**config.mk**
```make
export PLATFORM = sky130hd
export DESIGN_NAME = lknn_ctrl
export DESIGN_NICKNAME = d
export VERILOG_FILES = /design/src/hw/rtl/lknn_pkg.sv /design/src/hw/rtl/lknn_ctrl.sv
export SDC_FILE = /design/constraint.sdc
export NUM_CORES = 1
export LEC_CHECK = 0
export BUFFER_PORTS_ARGS = -buffer_cell sky130_fd_sc_hd__buf_2
export CAP_MARGIN = 10
export CORE_MARGIN = 2
export CORE_UTILIZATION = 47
export CTS_CLUSTER_SIZE = 20
export DETAILED_ROUTE_END_ITERATION = 8
export PLACE_DENSITY = 0.83
export SYNTH_ARGS = -nofsm -noshare
export SYNTH_HDL_FRONTEND = slang
export SYNTH_SLANG_ARGS = --single-unit
```
**constraint.sdc**
```tcl
create_clock -name clk -period 1.9 [get_ports clk]
set_input_delay 0.19 -clock clk [delete_from_list [all_inputs] [get_ports clk]]
set_output_delay 0.19 -clock clk [all_outputs]
set_load 0.01 [all_outputs]
```
**src/hw/rtl/lknn_pkg.sv**
```systemverilog
// Shared types and constants of the transformed-metric nearest-neighbor search.
// Used by the controller, the datapath and the top level; depends on nothing.
package lknn_pkg;

  localparam int MAX_POINTS    = 1024;
  localparam int ADDR_W        = $clog2(MAX_POINTS);
  localparam int CNT_W         = ADDR_W + 1;
  localparam int MAX_NEIGHBORS = 16;
  localparam int SLOT_W        = $clog2(MAX_NEIGHBORS);
  localparam int FILL_W        = SLOT_W + 1;

  localparam int DIST_W = 26;
  localparam int CFG_IDX_W = 3;
  localparam int CFG_DATA_W = 48;

  // Arithmetic widths of the metric pipeline.
  localparam int DIFF_W = 17;
  localparam int PROD_W = 33;
  localparam int SUM_W  = 35;
  localparam int ABS_W  = 23;
  localparam int SQ_W   = 2 * ABS_W;
  localparam int L2_W   = SQ_W + 2;
  localparam int L1_W   = ABS_W + 2;
  localparam int ROOT_W = L2_W / 2;
  localparam int REM_W  = ROOT_W + 3;

  localparam logic [1:0] KIND_CLEAR  = 2'd0;
  localparam logic [1:0] KIND_APPEND = 2'd1;
  localparam logic [1:0] KIND_QUERY  = 2'd2;

  localparam logic [CFG_IDX_W-1:0] CFG_NEIGHBOR_COUNT = 3'd0;
  localparam logic [CFG_IDX_W-1:0] CFG_NORM_MODE      = 3'd1;
  localparam logic [CFG_IDX_W-1:0] CFG_INV_ROW0       = 3'd2;
  localparam logic [CFG_IDX_W-1:0] CFG_INV_ROW1       = 3'd3;
  localparam logic [CFG_IDX_W-1:0] CFG_INV_ROW2       = 3'd4;

  typedef struct packed {
    logic signed [15:0] c;
    logic signed [15:0] b;
    logic signed [15:0] a;
    logic signed [15:0] z;
    logic signed [15:0] y;
    logic signed [15:0] x;
  } point_t;

  typedef struct packed {
    logic              clear;
    logic              append;
    logic              start;
    logic              scan_vld;
    logic [ADDR_W-1:0] scan_addr;
    logic              emit_rd;
    logic [SLOT_W-1:0] emit_slot;
    logic              emit_ld;
    logic              emit_last;
    logic              load_empty;
  } ctrl_cmd_t;

  typedef struct packed {
    logic [CNT_W-1:0]  point_count;
    logic              pipe_busy;
    logic [FILL_W-1:0] fill;
    logic              out_free;
  } dp_status_t;

endpackage

```
**src/hw/rtl/lknn_ctrl.sv**
```systemverilog
// Sequencer of the search: decodes requests, scans the store and walks the result list.
// Depends on lknn_pkg for the command and status structs.
module lknn_ctrl (
  input  logic                   clk,
  input  logic                   rst,
  input  logic                   in_valid,
  input  logic [1:0]             in_kind,
  output logic                   in_ready,
  input  lknn_pkg::dp_status_t   status,
  output lknn_pkg::ctrl_cmd_t    cmd
);
  import lknn_pkg::*;

  localparam logic [2:0] ST_IDLE    = 3'd0;
  localparam logic [2:0] ST_SCAN    = 3'd1;
  localparam logic [2:0] ST_DRAIN   = 3'd2;
  localparam logic [2:0] ST_EMIT    = 3'd3;
  localparam logic [2:0] ST_EMIT_LD = 3'd4;
  localparam logic [2:0] ST_EMPTY   = 3'd5;

  logic [2:0]        state, state_next;
  logic [CNT_W-1:0]  scan_cnt, scan_cnt_next;
  logic [SLOT_W-1:0] slot, slot_next;
  logic              accept;
  logic              is_last;

  assign in_ready = (state == ST_IDLE);
  assign accept   = in_valid && in_ready;
  assign is_last  = ({1'b0, slot} + FILL_W'(1)) == status.fill;

  always_comb begin
    state_next    = state;
    scan_cnt_next = scan_cnt;
    slot_next     = slot;
    cmd           = '0;
    cmd.scan_addr = scan_cnt[ADDR_W-1:0];
    cmd.emit_slot = slot;
    cmd.emit_last = is_last;
    case (state)
      ST_IDLE: begin
        if (accept) begin
          case (in_kind)
            KIND_CLEAR:  cmd.clear  = 1'b1;
            KIND_APPEND: cmd.append = 1'b1;
            KIND_QUERY: begin
              cmd.start     = 1'b1;
              scan_cnt_next = '0;
              slot_next     = '0;
              if (status.point_count == '0) begin
                state_next = ST_EMPTY;
              end else begin
                state_next = ST_SCAN;
              end
            end
            default: ;
          endcase
        end
      end
      ST_SCAN: begin
        cmd.scan_vld = 1'b1;
        if (scan_cnt + CNT_W'(1) == status.point_count) begin
          state_next = ST_DRAIN;
        end
        scan_cnt_next = scan_cnt + CNT_W'(1);
      end
      ST_DRAIN: begin
        if (!status.pipe_busy) begin
          state_next = ST_EMIT;
        end
      end
      ST_EMIT: begin
        // The store read is issued only once the output register can take the result.
        if (status.out_free) begin
          cmd.emit_rd = 1'b1;
          state_next  = ST_EMIT_LD;
        end
      end
      ST_EMIT_LD: begin
        cmd.emit_ld = 1'b1;
        slot_next   = slot + SLOT_W'(1);
        state_next  = is_last ? ST_IDLE : ST_EMIT;
      end
      ST_EMPTY: begin
        if (status.out_free) begin
          cmd.load_empty = 1'b1;
          state_next     = ST_IDLE;
        end
      end
      default: state_next = ST_IDLE;
    endcase
  end

  always_ff @(posedge clk) begin
    if (rst) begin
      state    <= ST_IDLE;
      scan_cnt <= '0;
      slot     <= '0;
    end else begin
      state    <= state_next;
      scan_cnt <= scan_cnt_next;
      slot     <= slot_next;
    end
  end

endmodule

```
# == Yosys cells after proc, flatten, opt, wreduce, memory -nomap -nowiden ==
# Cells that the tools add are included.
# word_totals
register_bits,18
out_inout_bits,23
elab_cells,55
# classes
add_sub_neg,3
eq_ne,15
n_mux,25
n_reduce_logical,9
# op_table
operator,count
$mux W3,9
$mux W11,2
$pmux W11 S2,1
$pmux W3 S6,1
$add A11 B1 Y11 const B,1
$eq A11 B11 Y1,1
$logic_not A11 Y1,1
$mux W1,8
$mux W4,2
$ne A2 B2 Y1 const B,4
$pmux W4 S2,1
$eq A3 B2 Y1 const B,2
$eq A3 B3 Y1 const B,2
$reduce_and A3 Y1,2
$reduce_and A6 Y1,1
$add A4 B1 Y5 const B,1
$eq A5 B5 Y1,1
$add A4 B1 Y4 const B,1
$ne A2 B1 Y1 const B,2
$reduce_bool A2 Y1,2
$eq A3 B1 Y1 const B,1
$logic_not A3 Y1,1
$eq A2 B1 Y1 const B,1
$eq A2 B2 Y1 const B,1
3 further kinds,3

# == Depth between registers and ports, before layout ==
# Gate-level depths: netlist of run 1.
# depth
word_depth,5
depth_mapped,7
depth_no_buf,7

# == Worst setup path before layout of run 1 ==
# No wires, ideal clock.
# synth_timing
path_kind,register -> register
startpoint,register scan_cnt[0]
endpoint,register state[0]
setup_ps,133
arrival_time_ps,1823
required_ps,1767
setup_slack_ps,-56
path_stages_with_launch,8
period_less_slack_ps,1956
path_cell_list,dfxtp_1 -> ha_1 -> nand3_2 -> nor4_4 -> xnor2_1 -> nand4_1 -> o31ai_2 -> a311oi_1
# synth_via
elab_chain_cells,4
# synth_rtl
item,line,text
from (decl),lknn_ctrl.sv:22,"logic [CNT_W-1:0] scan_cnt, scan_cnt_next;"
from (signal assigned),lknn_ctrl.sv:100,scan_cnt <= scan_cnt_next;
$add A11 B1 Y11,lknn_ctrl.sv:61,if (scan_cnt + CNT_W'(1) == status.point_count) begin
$eq A11 B11 Y1,lknn_ctrl.sv:61,
$ne A2 B2 Y1 (no source line),--,
$reduce_and A6 Y1 (no source line),--,
to (signal assigned),lknn_ctrl.sv:99,state <= state_next;
to (decl),lknn_ctrl.sv:21,"logic [2:0] state, state_next;"
# No other way between the ends.
# A chain may end at the register's enable or synchronous reset.

==> flow_summary.yaml, run 1 <==
placed_design:
  dpl.hpwl_mm: 3.28
  port_buffers: 45
  dp.cells: 298
  gp_congestion: 0.913
die:
  rows: 21
  dieWidth_um: 61.8
  initial_core_util_pct: 47.9
  num_io_pins: 46
  dieHeight_um: 61.8
  core_area_um2: 3280
  die_area_um2: 3820
yosys:
  yosysSeqAreaShare_pct: 22.9
  synth_top_area_share_pct: 22.9
  syn_inst: 202
  syn_area_um2: 1570
  ys_seq_elements: 18
  syn_nets: 227
  postSynthAreaPerCell_um2: 7.79
  synth_top_area_cell: "dfxtp_1"
  yosysWarnings: 0
  synth_area_leaders: "dfxtp_1, nor2_1, buf_4"
  synth_cell_types: 55
worst_setup_path:
  critPathMaxStageDelay_ps: 380
  path_buf_inv: 2
  worstPathMaxFanout: 5
  reg2reg_from: "scan_cnt[5]"
  arrival_ps: 1800
  path_cells: "ha_4 -> and4b_1 -> a22oi_2 -> a2111oi_4 -> buf_4 -> buf_6"
  r2r_cells: 6
  cp-end-kind: "output pin"
  required_ps: 1710
  r2r_slack_ps: 60
  r2r-end: "state[0]"
  cp-endpoint: "cmd[1]"
  start_kind: "flop"
  crit_type: "reg2out"
  path_depth: 6
  path_delay_family: "compound AO/OA/AOI/OAI gates"
  cp_slowest_cell: "a2111oi_4"
  crit_start: "slot[0]"
drt:
  dr.pass1.iters: 4
  via_count: 1710
  drc: 0
  first_iter_violations: 114
  viasPerCell: 5.55
  ant_nets: 0
  wl_per_cell_um: 14.0
  drt-total-wl_mm: 4.32
global_route:
  first_global_vias: 1542
  antenna_found_initial: 0
  grt_max_degree: 20
  grt_pass1_wl_mm: 6.80
  grt_use_total_pct: 23.7
  grt_overflow: 0
clocking:
  cts_hold_buf: 0
  clock_sinks: 18
  cts_buffers: 3
  clockBufferDepth: 2
  cts-root-buf: "clkbuf_4"
  insertion_delay_ps: 300
  clkTransAtPathRegs_ps: 110
  cts_tree: "yes"
  htreeDepth: 1
sta:
  hold_viol: 0
  max_freq_ghz: 0.504
  timing.final.crit_share_pct: 104
  setup_ws_ps: -85.5
  rsz0062_at_grt: "yes"
  fin_crit_ps: 1990
  slew_viol_final: 0
  max_slew_margin_pct: 69.4
  fin_worst_skew_ps: 5.29
  worstMarginPinSlew_ps: 454
  setup_violations: 1
cells_and_area:
  drive_gt1_share_pct: 43.5
  nNetsFinal: 288
  antennaDiodeCount: 0
  final_cell_mix: "buf_2, nor2_1, buf_4, a21oi_1, o21ai_0"
  fin_util_pct: 64.4
  area_growth_pct: 34.5
  final_cells: 308
  fillCellCount: 265
  final_common_cell: "buf_2"
power_and_ir_drop:
  total_power_mw: 0.834
  ir_worst_vdd_uv: 245
  pwr_density_cell_nw_per_um2: 394
  power_leakage_nw: 0.938
status:
  status: "complete, but fails checks"
  violations: "negative setup slack"
min_path:
  hold_class: "in2reg"
  holdCritStartpoint: "rst"
run:
  drv_cap: 0
cell families after synthesis:
kind of cell	synth area share (%)
flops	22.9
xor+xnor	10.5
compound gates	21.4
mux	0.636
buf+inv	7.95
fa+ha+maj	1.59
simple gates	35.0
stage by stage:
stage | hold slack (ps) | TNS (ps) | setup WS (ps) | instance area [µm²]
after global placement | 491 | 0 | 43.0 | 1920
after detailed placement | 526 | -12.8 | -12.8 | 1920
after global routing | 275 | -211 | -178 | 2120
after CTS | 270 | -109 | -109 | 2000
after floorplan | 378 | 0 | 44.6 | 1580
final | 270 | -85.5 | -85.5 | 2120
where the power goes:
part	switching [mW]	internal, mW
Sequential	0.00372	0.379
Combinational	0.117	0.0934
Clock	0.124	0.117
worst reg2reg max path: stages, from the launching register on:
cell and delay, ps:
dfxtp_2 410, nand4_4 130, or3_4 410, o311ai_4 240, o22ai_2 130, o31ai_2 270, a311oi_1 130
how the worst min path moves through the flow:
stage	end	slack, ps	cells after the start
2_1_floorplan	scan_cnt[10]	380	2
3_3_place_gp	scan_cnt[10]	490	2
3_5_place_dp	scan_cnt[10]	530	2
4_1_cts	slot[1]	270	2
5_1_grt	slot[1]	270	2
6_report	scan_cnt[9]	270	2
area by class of cell:
type                       instances  area [µm²]  area share (%)
timing repair buffer              75         468            22.1
multi-input combinational        164        1170            55.2
tap                               46        57.6            2.72
clock buffer                       4        36.3            1.71
inverter                           1        3.75           0.177
sequential                        18         383            18.1
cell usage after synthesis (all sizes together):
library cell	n
nor3	10
clkinv	1
nor4bb	1
xnor2	9
or3	3
ha	2
a2111oi	1
nor3b	2
buf	13
nand4	4
a21boi	1
o311ai	1
clkbuf	6
o32a	1
nand3b	4
and2b	1
a31oi	1
and3	4
xor2	9
nand2b	3
o31ai	1
a21o	3
mux2i	1
and2	3
and3b	1
nor4	4
a31o	1
a21oi	16
a22oi	5
dfxtp	18
a311oi	1
o22ai	1
nor2	30
o21a	1
nand4bb	1
nor2b	3
o211ai	1
o21ai	16
nand3	3
nand2	10
or4	2
and4b	2
o221ai	1
per-layer routing:
metal / GRT usage, % / part of all wire (%) / vias up
met3: 4.76 / 6.0 / 4
met2: 40.2 / 50 / 61
met1: 30.7 / 43 / 799
met4: 6.69 / 0.65 / 0
met5: 0 / 0 / -
li1: - / - / 846
what timing repair did:
item	CTS	global route
setup endpoints to repair	3	3
resized for setup	7	23
setup buffers	2	4
pin swaps	3	15
sequential cells by signal, indices dropped and copies added, names as in the netlist:
signal,cells
scan_cnt,11
slot,4
state,3
Power figures use the tool's default switching activity.
==> run 2, diff against run 1 <==
- CORE_MARGIN: 2 -> 1.5
==> flow_summary.yaml, run 2 (synthesis results as in run 1) <==
status:
  status: "complete, but fails checks"
  violations: "negative setup slack"
drt:
  viasPerCell: 5.76
  dr.pass1.iters: 4
  first_iter_violations: 107
  drt-total-wl_mm: 4.48
  via_count: 1750
  drc: 0
  wl_per_cell_um: 14.8
  ant_nets: 0
worst_setup_path:
  required_ps: 1710
  critPathMaxStageDelay_ps: 370
  crit_type: "reg2out"
  start_kind: "flop"
  path_cells: "ha_4 -> and4b_1 -> a22oi_2 -> a2111oi_4 -> buf_4 -> buf_6"
  cp-end-kind: "output pin"
  reg2reg_from: "scan_cnt[1]"
  cp_slowest_cell: "dfxtp_2"
  crit_start: "slot[0]"
  worstPathMaxFanout: 6
  arrival_ps: 1790
clocking:
  clkTransAtPathRegs_ps: 110
  cts_tree: "yes"
  clockBufferDepth: 2
  cts_hold_buf: 0
  cts_buffers: 3
  cts-root-buf: "clkbuf_4"
  htreeDepth: 1
  insertion_delay_ps: 310
  clock_sinks: 18
placed_design:
  gp_congestion: 0.955
  dpl.hpwl_mm: 2.95
  dp.cells: 294
  port_buffers: 45
global_route:
  grt_use_total_pct: 24.0
  grt_max_degree: 20
  grt_overflow: 0
  antenna_found_initial: 0
  first_global_vias: 1455
  grt_pass1_wl_mm: 6.65
cells_and_area:
  final_cells: 304
  largest_reg_flops: 11
  final_cell_mix: "buf_2, nor2_1, buf_4, a21oi_1, o21ai_0"
  fillCellCount: 254
  final_common_cell: "buf_2"
  nNetsFinal: 286
  reg_top3: "scan_cnt: 11 flops, slot: 4 flops, state: 3 flops"
  antennaDiodeCount: 0
  area_growth_pct: 33.3
  largest_register: "scan_cnt"
  fin_util_pct: 67.0
  drive_gt1_share_pct: 43.1
sta:
  setup_ws_ps: -84.5
  max_freq_ghz: 0.504
  timing.hold.ws_ps: 251
  fin_crit_ps: 1980
  slew_viol_final: 0
  worstMarginPinSlew_ps: 867
  rsz0062_at_grt: "yes"
  hold_viol: 0
  setup_violations: 1
  fin_worst_skew_ps: 5.89
  max_slew_margin_pct: 41.6
  timing.final.crit_share_pct: 104
die:
  initial_core_util_pct: 50.3
  dieHeight_um: 60.8
  core_area_um2: 3130
  rows: 20
  die_area_um2: 3700
  dieWidth_um: 60.8
  num_io_pins: 46
power_and_ir_drop:
  pwr_density_cell_nw_per_um2: 402
  power_leakage_nw: 0.919
  ir_worst_vdd_uv: 276
  total_power_mw: 0.843
min_path:
  holdCritStartpoint: "rst"
  hold_class: "in2reg"
run:
  drv_cap: 0
run 2: cell types whose count changed in the layout (fill, tap and decap cells not counted), sizes merged:
cell	delta
buf	-2
run 2: repair_timing:
item,CTS,global route
setup endpoints to repair,3,3
pin swaps,3,14
gates resized for setup,9,21
setup buffers,2,5
run 2: where the power goes:
| group | internal [mW] | switching (mW) | total (mW) | leakage, nW |
|---|---|---|---|---|
| registers | 0.376 | 0.00577 | 0.382 | 0.152 |
| logic | 0.0893 | 0.118 | 0.207 | 0.746 |
| clock network | 0.117 | 0.137 | 0.254 | 0.0210 |
run 2: area by class of cell:
cell class | count | area, µm² | share of cell area, %
multi-input cells | 164 | 1170 | 55.9
clock buffers | 4 | 36.3 | 1.73
flip-flops and latches | 18 | 387 | 18.4
inverters | 1 | 3.75 | 0.179
well taps | 44 | 55.1 | 2.63
repair buffers | 73 | 442 | 21.1
run 2: critical path, delay by kind of cell (launching register included):
family	cells	cell delay (ps)
adder cells (fa/ha/maj)	1	170
AND/OR/NAND/NOR	1	210
buffers and inverters	2	270
AO/OA/AOI/OAI	2	460
flip-flops	1	370
run 2: final timing paths:
kind,end,slack [ps],depth (start not counted)
max,cmd[1],-80,6
min,scan_cnt[0],250,2
max reg2reg,state[0],60,7
min reg2reg,scan_cnt[10],510,2
run 2: metrics by stage:
stage	instance area, µm²	setup TNS (ps)	setup slack [ps]
after floorplan	1580	0	44.6
after global placement	1900	0	46.8
after detailed placement	1900	-4.34	-4.34
after CTS	1980	-79.2	-79.2
after global routing	2100	-182	-160
final	2100	-84.5	-84.5
run 2: metal layers:
metal	up-vias	share of wire, %	wire (µm)	track usage [%]
li1	848	-	-	-
met1	823	45	2000	34.2
met2	68	48	2150	37.6
met3	11	5.6	250	2.13
met4	0	2.0	89	9.32
met5	-	0	0	0
